`src/multistage_range_remap_min_top_macros.svh`:
```
// Assertion macros for the multistage range remap block.
// Used by multistage_range_remap_min_top; expects clk and rst_n in scope.
`ifndef MULTISTAGE_RANGE_REMAP_MIN_TOP_MACROS_SVH
`define MULTISTAGE_RANGE_REMAP_MIN_TOP_MACROS_SVH
`ifndef ASSERT_OFF
// property must hold on every clock outside reset
`define MRR_ASSERT(label, prop, msg) \
    label: assert property (@(posedge clk) disable iff (!rst_n) (prop)) else $error(msg);
// condition must never be true outside reset
`define MRR_ASSERT_NEVER(label, cond, msg) \
    label: assert property (@(posedge clk) disable iff (!rst_n) !(cond)) else $error(msg);
`else
`define MRR_ASSERT(label, prop, msg)
`define MRR_ASSERT_NEVER(label, cond, msg)
`endif
`endif

```
`src/mrr_ram.sv`:
```
// Generic simple dual-port RAM: one write port, one read port, registered read.
// No dependencies.
module mrr_ram #(
    parameter int WIDTH = 8,
    parameter int DEPTH = 16
) (
    input  logic                                  clk,
    input  logic                                  we,
    input  logic [(DEPTH > 1 ? $clog2(DEPTH) : 1)-1:0] waddr,
    input  logic [WIDTH-1:0]                      wdata,
    input  logic [(DEPTH > 1 ? $clog2(DEPTH) : 1)-1:0] raddr,
    output logic [WIDTH-1:0]                      rdata
);

    logic [WIDTH-1:0] mem_reg [DEPTH];
    logic [WIDTH-1:0] rdata_reg;

    // write and registered read
    always_ff @(posedge clk)
    begin
        if (we)
        begin
            mem_reg[waddr] <= wdata;
        end
        rdata_reg <= mem_reg[raddr];
    end

    assign rdata = rdata_reg;

endmodule

```
`config.mk`:
```
export PLATFORM = sky130hd
export DESIGN_NAME = mrr_ram
export DESIGN_NICKNAME = d
export VERILOG_FILES = /design/src/multistage_range_remap_min_top_macros.svh /design/src/mrr_ram.sv
export SDC_FILE = /design/constraint.sdc
export NUM_CORES = 1
export LEC_CHECK = 0
export BUFFER_PORTS_ARGS = -buffer_cell sky130_fd_sc_hd__clkbuf_2
export CAP_MARGIN = 20
export CELL_PAD_IN_SITES_DETAIL_PLACEMENT = 0
export CELL_PAD_IN_SITES_GLOBAL_PLACEMENT = 1
export CORE_MARGIN = 2
export CORE_UTILIZATION = 53
export DETAILED_ROUTE_END_ITERATION = 6
export PLACE_DENSITY_LB_ADDON = 0.1
export SYNTH_ARGS = -nofsm -noshare
export SYNTH_HDL_FRONTEND = slang
export SYNTH_SLANG_ARGS = --single-unit
```
`constraint.sdc`:
```
create_clock -name clk -period 6 [get_ports clk]
set_input_delay 1.5 -clock clk [delete_from_list [all_inputs] [get_ports clk]]
set_output_delay 1.5 -clock clk [all_outputs]
set_load 0.005 [all_outputs]
```
==> results.sh <==
export IMPL_syn_area_mm2=0.00515
export IMPL_vdd_ir_drop_max_mv=0.223
export IMPL_ys_warn_count=0
export IMPL_r2r_end="rdata[3]$_DFF_P_"
export IMPL_htree_levels=4
export IMPL_dr_pass1_iters=4
export IMPL_num_io_pins=26
export IMPL_final_nets=284
export IMPL_gr_total_overflow=0
export IMPL_numPlacedInstances=375
export IMPL_synth_avg_cell_area_um2=22.5
export IMPL_port_buffers=25
export IMPL_critPathRequiredTime_ps=6390
export IMPL_drc_errors=0
export IMPL_worst_pin_slew_ps=997
export IMPL_cts_root_buf="clkbuf_8"
export IMPL_largest_reg_flops=128
export IMPL_fin_cells=408
export IMPL_maxCapViolCount=0
export IMPL_grt_usage=0.203
export IMPL_totalWireLength_um=9420
export IMPL_clk_path_buf_depth=2
export IMPL_fin_crit_ps=2690
export IMPL_synth_top_cell_by_area="edfxtp_1"
export IMPL_ant_nets=0
export IMPL_grt_max_degree=33
export IMPL_routed_top_layer="met4"
export IMPL_slew_viol_final=0
export IMPL_finalSetupTns_ps=0
export IMPL_gp_congestion=0.719
export IMPL_syn_inst=229
export IMPL_synth_flop_cell="edfxtp_1"
export IMPL_antenna_cells=0
export IMPL_placed_cell_area_mm2=0.00537
export IMPL_async_flop_share=0
export IMPL_wl_met3_um=492
export IMPL_area_delta_synth_final_pct=16.7
export IMPL_min_path_type="register to register"
export IMPL_hp_start="mem_reg[14][3]$_DFFE_PP_"
export IMPL_numCtsBuffers=17
export IMPL_cts_sinks=136
export IMPL_post_cts_setup_buffers=0
export IMPL_p_per_area_mw_per_mm2=374
export IMPL_critPathCaptureType="register"
export IMPL_synth_edf_count=128
export IMPL_antenna_found_initial=0
export IMPL_cts_tree="done"
export IMPL_final_util=0.644
export IMPL_dieArea_mm2=0.0105
export IMPL_postCtsHoldBufs=0
export IMPL_hold_viol_final=0
export IMPL_clock_latency_ps=520
export IMPL_routedWlPerCell_um=23.1
export IMPL_met2_length_um=4270
export IMPL_synthTopCellsByArea="edfxtp_1, mux4_2, mux4_1"
export IMPL_wl_met1_um=4460
export IMPL_grt_pass1_wl_um=14200
export IMPL_synth_nets=247
export IMPL_final_area_mm2=0.00601
export IMPL_worstHoldPathCells=3
export IMPL_grt_pass1_vias=2316
export IMPL_r2r_cells=3
export IMPL_clock_fmax_mhz=372
export IMPL_regToRegSetupSlack_ps=4650
export IMPL_worstSetupPathType="primary input to register"
export IMPL_seq_area_mm2=0.00400
export IMPL_synth_seq_area_share=0.778
export IMPL_worstHoldEndpoint="rdata[3]$_DFF_P_"
export IMPL_start_util=0.552
export IMPL_critPathLaunchType="primary input"
export IMPL_via_per_inst=5.64
export IMPL_fillers=649
export IMPL_core_area_mm2=0.00933
export IMPL_timing_final_crit_share=0.448
export IMPL_yosysTopAreaCellShare=0.747
export IMPL_multi_input_area_mm2=0.00107
export IMPL_rsz0062_at_grt="no"
export IMPL_drt_iter0_drc=123
export IMPL_synth_common_cells="edfxtp_1, mux4_2, a22oi_1, mux4_1, nor2_1"
export IMPL_synth_most_common_cell="edfxtp_1"
export IMPL_rows=35
export IMPL_synth_cell_types=19
export IMPL_cellLeakagePower_uw=0.00202
export IMPL_fin_worst_skew_ps=7.03
export IMPL_path_max_fanout=32
export IMPL_vias=2302
export IMPL_drive_gt1_frac=0.283
export IMPL_finalSetupViolCount=0
export IMPL_maxSlewHeadroom=0.333
export IMPL_clk_pin_slew_ps=60
export IMPL_status="complete, no violations"
export IMPL_die_w_um=103
export IMPL_cts_resized_gates=0
export IMPL_ys_seq_elements=136
export IMPL_r2r_start="mem_reg[0][3]$_DFFE_PP_"
export IMPL_die_height_um=103
export IMPL_hpwl_um=5560
export IMPL_crit_arrival_ps=3080
==> cells in the final DEF (no fill, tap or decap), drive strengths merged <==
| master | instances |
|---|---|
| mux4 | 32 |
| clkinvlp | 2 |
| nand3 | 1 |
| nand2b | 2 |
| buf | 3 |
| inv | 2 |
| nor2 | 13 |
| clkbuf | 47 |
| and2b | 1 |
| and2 | 1 |
| dfxtp | 8 |
| clkinv | 2 |
| nand2 | 9 |
| a22oi | 16 |
| or3b | 1 |
| nor2b | 1 |
| bufinv | 4 |
| nand3b | 2 |
| edfxtp | 128 |
| nor3 | 4 |
==> metal layers <==
metal | up-vias | GRT usage
met1 | 1177 | 0.295
met2 | 62 | 0.288
met5 | - | 0
met3 | 15 | 0.0658
met4 | 0 | 0.0882
li1 | 1048 | -
==> layout make-up <==
type                    instances  area share
well taps                     129      0.0269
clock inverters                10      0.0277
multi-input cells              83       0.178
repair buffers                 28      0.0242
clock buffers                  22      0.0771
flip-flops and latches        136       0.667
==> metrics by stage <==
| step | worst slack, ps | hold WS, ps | total power, µW |
|---|---|---|---|
| after floorplan | 3010 | 629 | 1140 |
| after global placement | 2740 | 648 | 1180 |
| after detailed placement | 2690 | 654 | 1180 |
| after CTS | 3180 | 668 | 2260 |
| after global routing | 3190 | 686 | 2320 |
| final | 3310 | 663 | 2250 |
==> kinds of logic after synthesis <==
logic type	count (synthesis)	synth area share
flip-flops	136	0.778
AND/OR/NAND/NOR	35	0.0318
multiplexers	32	0.150
AO/OA/AOI/OAI	16	0.0233
buffers and inverters	10	0.0168
==> report_power, final <==
group	total (µW)	leakage, µW	switching (µW)	internal [µW]
sequential	1070	0.00122	5.78	1060
combinational	92.1	0.000492	53.9	38.2
clock	1090	0.000302	377	711
total	2250	0.00202	437	1810
==> worst max path at each step <==
stage	endpoint	cells past startpoint	slack (ps)	start
after detailed placement	mem_reg[0][4]$_DFFE_PP_	3	2690	waddr[2]
after floorplan	mem_reg[0][0]$_DFFE_PP_	2	3010	waddr[2]
after global placement	rdata[1]$_DFF_P_	5	2740	raddr[0]
after CTS	mem_reg[0][0]$_DFFE_PP_	3	3180	waddr[2]
after global routing	rdata[1]$_DFF_P_	5	3190	raddr[0]
final	rdata[1]$_DFF_P_	5	3310	raddr[0]
==> worst max-delay path, stage by stage <==
cell and delay [ps]:
clkbuf_2 70, buf_4 470, mux4_1 640, a22oi_1 240
nand2_1 110
(Power assumes the default switching activity.)
