File: config.mk
export PLATFORM = sky130hd
export DESIGN_NAME = mrr_scan
export DESIGN_NICKNAME = d
export VERILOG_FILES = /design/src/multistage_range_remap_min_top_macros.svh /design/src/mrr_pkg.sv /design/src/mrr_scan.sv
export SDC_FILE = /design/constraint.sdc
export NUM_CORES = 1
export LEC_CHECK = 0
export BUFFER_PORTS_ARGS = -buffer_cell sky130_fd_sc_hd__clkbuf_2
export CAP_MARGIN = 20
export CORE_UTILIZATION = 40
export DETAILED_ROUTE_END_ITERATION = 12
export PLACE_DENSITY = 0.65
export SKIP_CTS_REPAIR_TIMING = 1
export SLEW_MARGIN = 20
export SYNTH_ARGS = -nofsm -noshare
export SYNTH_HDL_FRONTEND = slang
export SYNTH_SLANG_ARGS = --single-unit
File: constraint.sdc
create_clock -name clk -period 6.79 [get_ports clk]
set_input_delay 0.679 -clock clk [delete_from_list [all_inputs] [get_ports clk]]
set_output_delay 0.679 -clock clk [all_outputs]
set_load 0.03 [all_outputs]
File: src/multistage_range_remap_min_top_macros.svh
// Assertion macros for the multistage range remap block.
// Used by multistage_range_remap_min_top; expects clk and rst_n in scope.
`ifndef MULTISTAGE_RANGE_REMAP_MIN_TOP_MACROS_SVH
`define MULTISTAGE_RANGE_REMAP_MIN_TOP_MACROS_SVH
`ifndef ASSERT_OFF
// property must hold on every clock outside reset
`define MRR_ASSERT(label, prop, msg) \
    label: assert property (@(posedge clk) disable iff (!rst_n) (prop)) else $error(msg);
// condition must never be true outside reset
`define MRR_ASSERT_NEVER(label, cond, msg) \
    label: assert property (@(posedge clk) disable iff (!rst_n) !(cond)) else $error(msg);
`else
`define MRR_ASSERT(label, prop, msg)
`define MRR_ASSERT_NEVER(label, cond, msg)
`endif
`endif

File: src/mrr_pkg.sv
// Shared types and constants for the multistage range remap block.
// No dependencies; imported by mrr_scan and the top level.
package mrr_pkg;

    // fixed widths of the port fields
    localparam int FIELD_W = 32;
    localparam int LEN_W   = 32;
    localparam int CFG_W   = 4;
    localparam logic [CFG_W-1:0] CFG_STAGES_RESET = 4'd7;

    // command codes
    typedef enum logic [1:0] {
        CMD_CLEAR     = 2'd0,
        CMD_LOAD      = 2'd1,
        CMD_MAP       = 2'd2,
        CMD_RESET_MIN = 2'd3
    } mrr_cmd_t;

    // sequencer states
    typedef enum logic [2:0] {
        ST_IDLE,
        ST_SCAN,
        ST_DRAIN,
        ST_APPLY,
        ST_FINISH,
        ST_INIT,
        ST_WIPE
    } mrr_state_t;

    // sequencer to scan unit controls
    typedef struct packed {
        logic load_value;
        logic clear_best;
        logic compare;
        logic apply;
    } mrr_scan_ctrl_t;

endpackage

File: src/mrr_scan.sv
// Scan unit: checks one table entry per cycle against the current value,
// keeps the best match of the stage and applies it at stage end. Uses mrr_pkg.
module mrr_scan
    import mrr_pkg::*;
#(
    parameter int VALUE_BITS = 32
) (
    input  logic                              clk,
    input  logic                              rst_n,
    input  mrr_scan_ctrl_t                    ctrl,
    input  logic [VALUE_BITS-1:0]             query,
    input  logic [2*VALUE_BITS+LEN_W-1:0]     entry_word,
    input  logic                              entry_valid,
    output logic [VALUE_BITS-1:0]             value
);

    localparam int CW = (VALUE_BITS > LEN_W) ? VALUE_BITS : LEN_W;

    logic [VALUE_BITS-1:0] value_reg;
    logic                  found_reg;
    logic [VALUE_BITS-1:0] best_src_reg;
    logic [VALUE_BITS-1:0] best_dst_reg;

    logic [VALUE_BITS-1:0] ent_dst;
    logic [VALUE_BITS-1:0] ent_src;
    logic [LEN_W-1:0]      ent_len;
    logic [VALUE_BITS-1:0] offset;
    logic                  hit;
    logic                  better;

    // entry word layout: {dest, source, length}
    assign ent_dst = entry_word[2*VALUE_BITS+LEN_W-1:VALUE_BITS+LEN_W];
    assign ent_src = entry_word[VALUE_BITS+LEN_W-1:LEN_W];
    assign ent_len = entry_word[LEN_W-1:0];

    // match test: source <= value and value - source < length
    assign offset = value_reg - ent_src;
    assign hit    = entry_valid && (value_reg >= ent_src) && (CW'(offset) < CW'(ent_len));
    // strict compare keeps the lowest slot on equal sources
    assign better = !found_reg || (ent_src < best_src_reg);

    // found flag
    always_ff @(posedge clk or negedge rst_n)
    begin
        if (!rst_n)
        begin
            found_reg <= 1'b0;
        end
        else if (ctrl.clear_best)
        begin
            found_reg <= 1'b0;
        end
        else if (ctrl.compare && hit)
        begin
            found_reg <= 1'b1;
        end
    end

    // best entry and running value
    always_ff @(posedge clk)
    begin
        if (ctrl.compare && hit && better)
        begin
            best_src_reg <= ent_src;
            best_dst_reg <= ent_dst;
        end
        if (ctrl.load_value)
        begin
            value_reg <= query;
        end
        else if (ctrl.apply && found_reg)
        begin
            value_reg <= value_reg + best_dst_reg - best_src_reg;
        end
    end

    assign value = value_reg;

endmodule

==> flow_metrics.tcl <==
set metrics [dict create \
    slew_headroom_pct 47.0 \
    ys.flop_type "edfxtp_1" \
    rsz0062_at_grt "false" \
    grt_pass1_wl_mm 38.1 \
    pin_count 167 \
    antenna_found_initial 1 \
    crit_path_top_delay_cell "edfxtp_1" \
    synth_edf_count 96 \
    track_usage_pct 20.8 \
    core_um2 22600 \
    cp_data_required_time_ns 6.80 \
    drt_iter0_markers 496 \
    path_cells "ha_1 -> a211oi_1 -> o21bai_1 -> a21o_1 -> a221o_1 -> a31o_2 -> a21oi_1 -> nand2b_1 -> a21oi_1 -> xnor2_1 -> ha_1 -> a21o_1 -> a21oi_1 -> o21ai_0 -> nor3_1 -> nand3_1 -> a211o_1 -> a21oi_4 -> buf_12" \
    drtAntennaViolNets 0 \
    clk_latency_ns 0.36 \
    end_kind "register" \
    synthCells 1023 \
    power_density_nw_per_um2 523 \
    cts_tree "done" \
    synth_area_um2 9220 \
    mostFrequentLayoutCell "inv_1" \
    finalMaxSlewViolations 0 \
    synth.ff_latch_count 97 \
    grt_pass1_vias 7299 \
    dr.pass1.iters 6 \
    clk_path_buf_depth 2 \
    yosysWarnings 0 \
    dpl.hpwl_mm 19.5 \
    drc 0 \
    setup_viol 0 \
    syn2layout_area_growth_pct 16.2 \
    vias 7569 \
    skew_ns 0.00944 \
    path_buf_inv 1 \
    timing.final.crit_share_pct 72.7 \
    worstMarginPinSlew_ns 0.794 \
    hold_viol 0 \
    drv_cap 0 \
    crit_path_max_incr_delay_ns 0.49 \
    yosysSeqAreaShare_pct 31.5 \
    cp.arrival_ns 4.95 \
    gr-total-overflow 0 \
    cts_root_buffer "clkbuf_16" \
    critPathLaunchType "register" \
    grt_max_degree 65 \
    peakVddDrop_v 0.000201 \
    fmax_mhz 202 \
    routedWlPerCell_um 16.2 \
    cts.sinks 97 \
    min_period_ns 4.94 \
    initial_core_util_pct 40.7 \
    die_h_um 154 \
    most-common-layout-cells "inv_1, clkbuf_2, ha_1" \
    placement.io_buffers 166 \
    hold_class "in2async" \
    avgSynthCellArea_um2 9.01 \
    htree_levels 3 \
    numCtsBuffers 9 \
    fin_nets 1479 \
    nFillCells 2194 \
    synth_fp_nets 1316 \
    crit_top_cell "a21oi_1" \
    final.setup.tns_ns 0 \
    layout-drive-gt1-share_pct 16.2 \
    totalPowerFinal_mw 5.60 \
    async_flop_share_pct 1.03 \
    gp_congestion 0.924 \
    die_w_um 154 \
    cp_top_family "compound AO/OA/AOI/OAI gates" \
    die_area_um2 23700 \
    status "complete, no violations" \
    path_clk_slew_ns 0.07 \
    synth_cell_types 60 \
    crit_path_max_fanout 64 \
    rows 55 \
    power.leakage_nw 5.42 \
    viasPerCell 5.12 \
    worst-setup-path-type "reg2reg" \
    routed_wl_mm 23.9 \
]
## routing by layer
metal | routed length (µm) | global-route usage [%] | part of all wire, % | vias up
li1 | - | - | - | 3862
met1 | 11900 | 30.5 | 50 | 3490
met2 | 10500 | 31.6 | 44 | 194
met3 | 1020 | 2.51 | 4.3 | 23
met4 | 482 | 6.67 | 2.0 | 0
met5 | 0 | 0 | 0 | -
## cells in the mapped netlist (16+ instances only)
library cell / n / area [µm²]
o21ai_1: 35 / 175
nor3_1: 17 / 85.1
nand3_1: 23 / 115
o21ai_0: 34 / 170
ha_1: 126 / 1580
clkbuf_1: 16 / 60.1
nor2_1: 38 / 143
inv_1: 229 / 860
a21oi_1: 71 / 355
xor2_1: 19 / 166
xnor2_1: 32 / 280
edfxtp_1: 96 / 2880
a21o_1: 38 / 285
fa_1: 32 / 641
nand2_1: 59 / 221
## per-stage QoR
stage,hold slack (ns),instances,cell area [µm²],setup slack [ns],utilization [%]
floorplan,0.383,1023,9220,0.770,-
global placement,0.465,1460,10400,1.62,45.9
detailed placement,0.463,1460,10400,1.53,45.9
CTS,0.0764,1476,10700,1.84,47.3
global route,0.0735,1477,10700,1.53,47.3
finish,0.0915,1477,10700,1.85,47.3
## where the power goes
| group | internal [mW] | switching, mW |
|---|---|---|
| clock | 0.325 | 0.241 |
| sequential | 0.901 | 0.174 |
| combinational | 1.62 | 2.34 |
| total | 2.85 | 2.76 |
## final timing paths
| path | startpoint | end | slack (ns) | depth (start not counted) |
|---|---|---|---|---|
| max in group asynchronous | rst_n | found_reg | 6.61 | 1 |
| hold reg to reg | found_reg | found_reg | 0.60 | 2 |
| min in group clk | entry_word[64] | best_dst_reg[0] | 0.49 | 1 |
| setup reg to reg | value[8] | best_dst_reg[6] | 1.85 | 19 |
| hold / removal | rst_n | found_reg | 0.09 | 1 |
| setup / recovery | value[8] | best_dst_reg[6] | 1.85 | 19 |
## final cells by class
cell class	count	area, µm²	area share, %
repair buffers	169	866	8.08
diodes	1	2.50	0.0234
inverters	230	863	8.06
multi-input cells	679	5400	50.4
clock buffers	10	229	2.14
well taps	285	357	3.33
clock inverters	6	90.1	0.841
flip-flops and latches	97	2910	27.1
## cell families after synthesis
family / Yosys count / share of synthesized area (%)
buffers and inverters: 247 / 10.1
adder cells (fa/ha/maj): 158 / 24.0
AO/OA/AOI/OAI: 264 / 18.4
flip-flops: 97 / 31.5
multiplexers: 3 / 0.353
XOR/XNOR: 51 / 4.84
AND/OR/NAND/NOR: 203 / 10.8
Note: power is estimated with default switching activity, not from simulation.
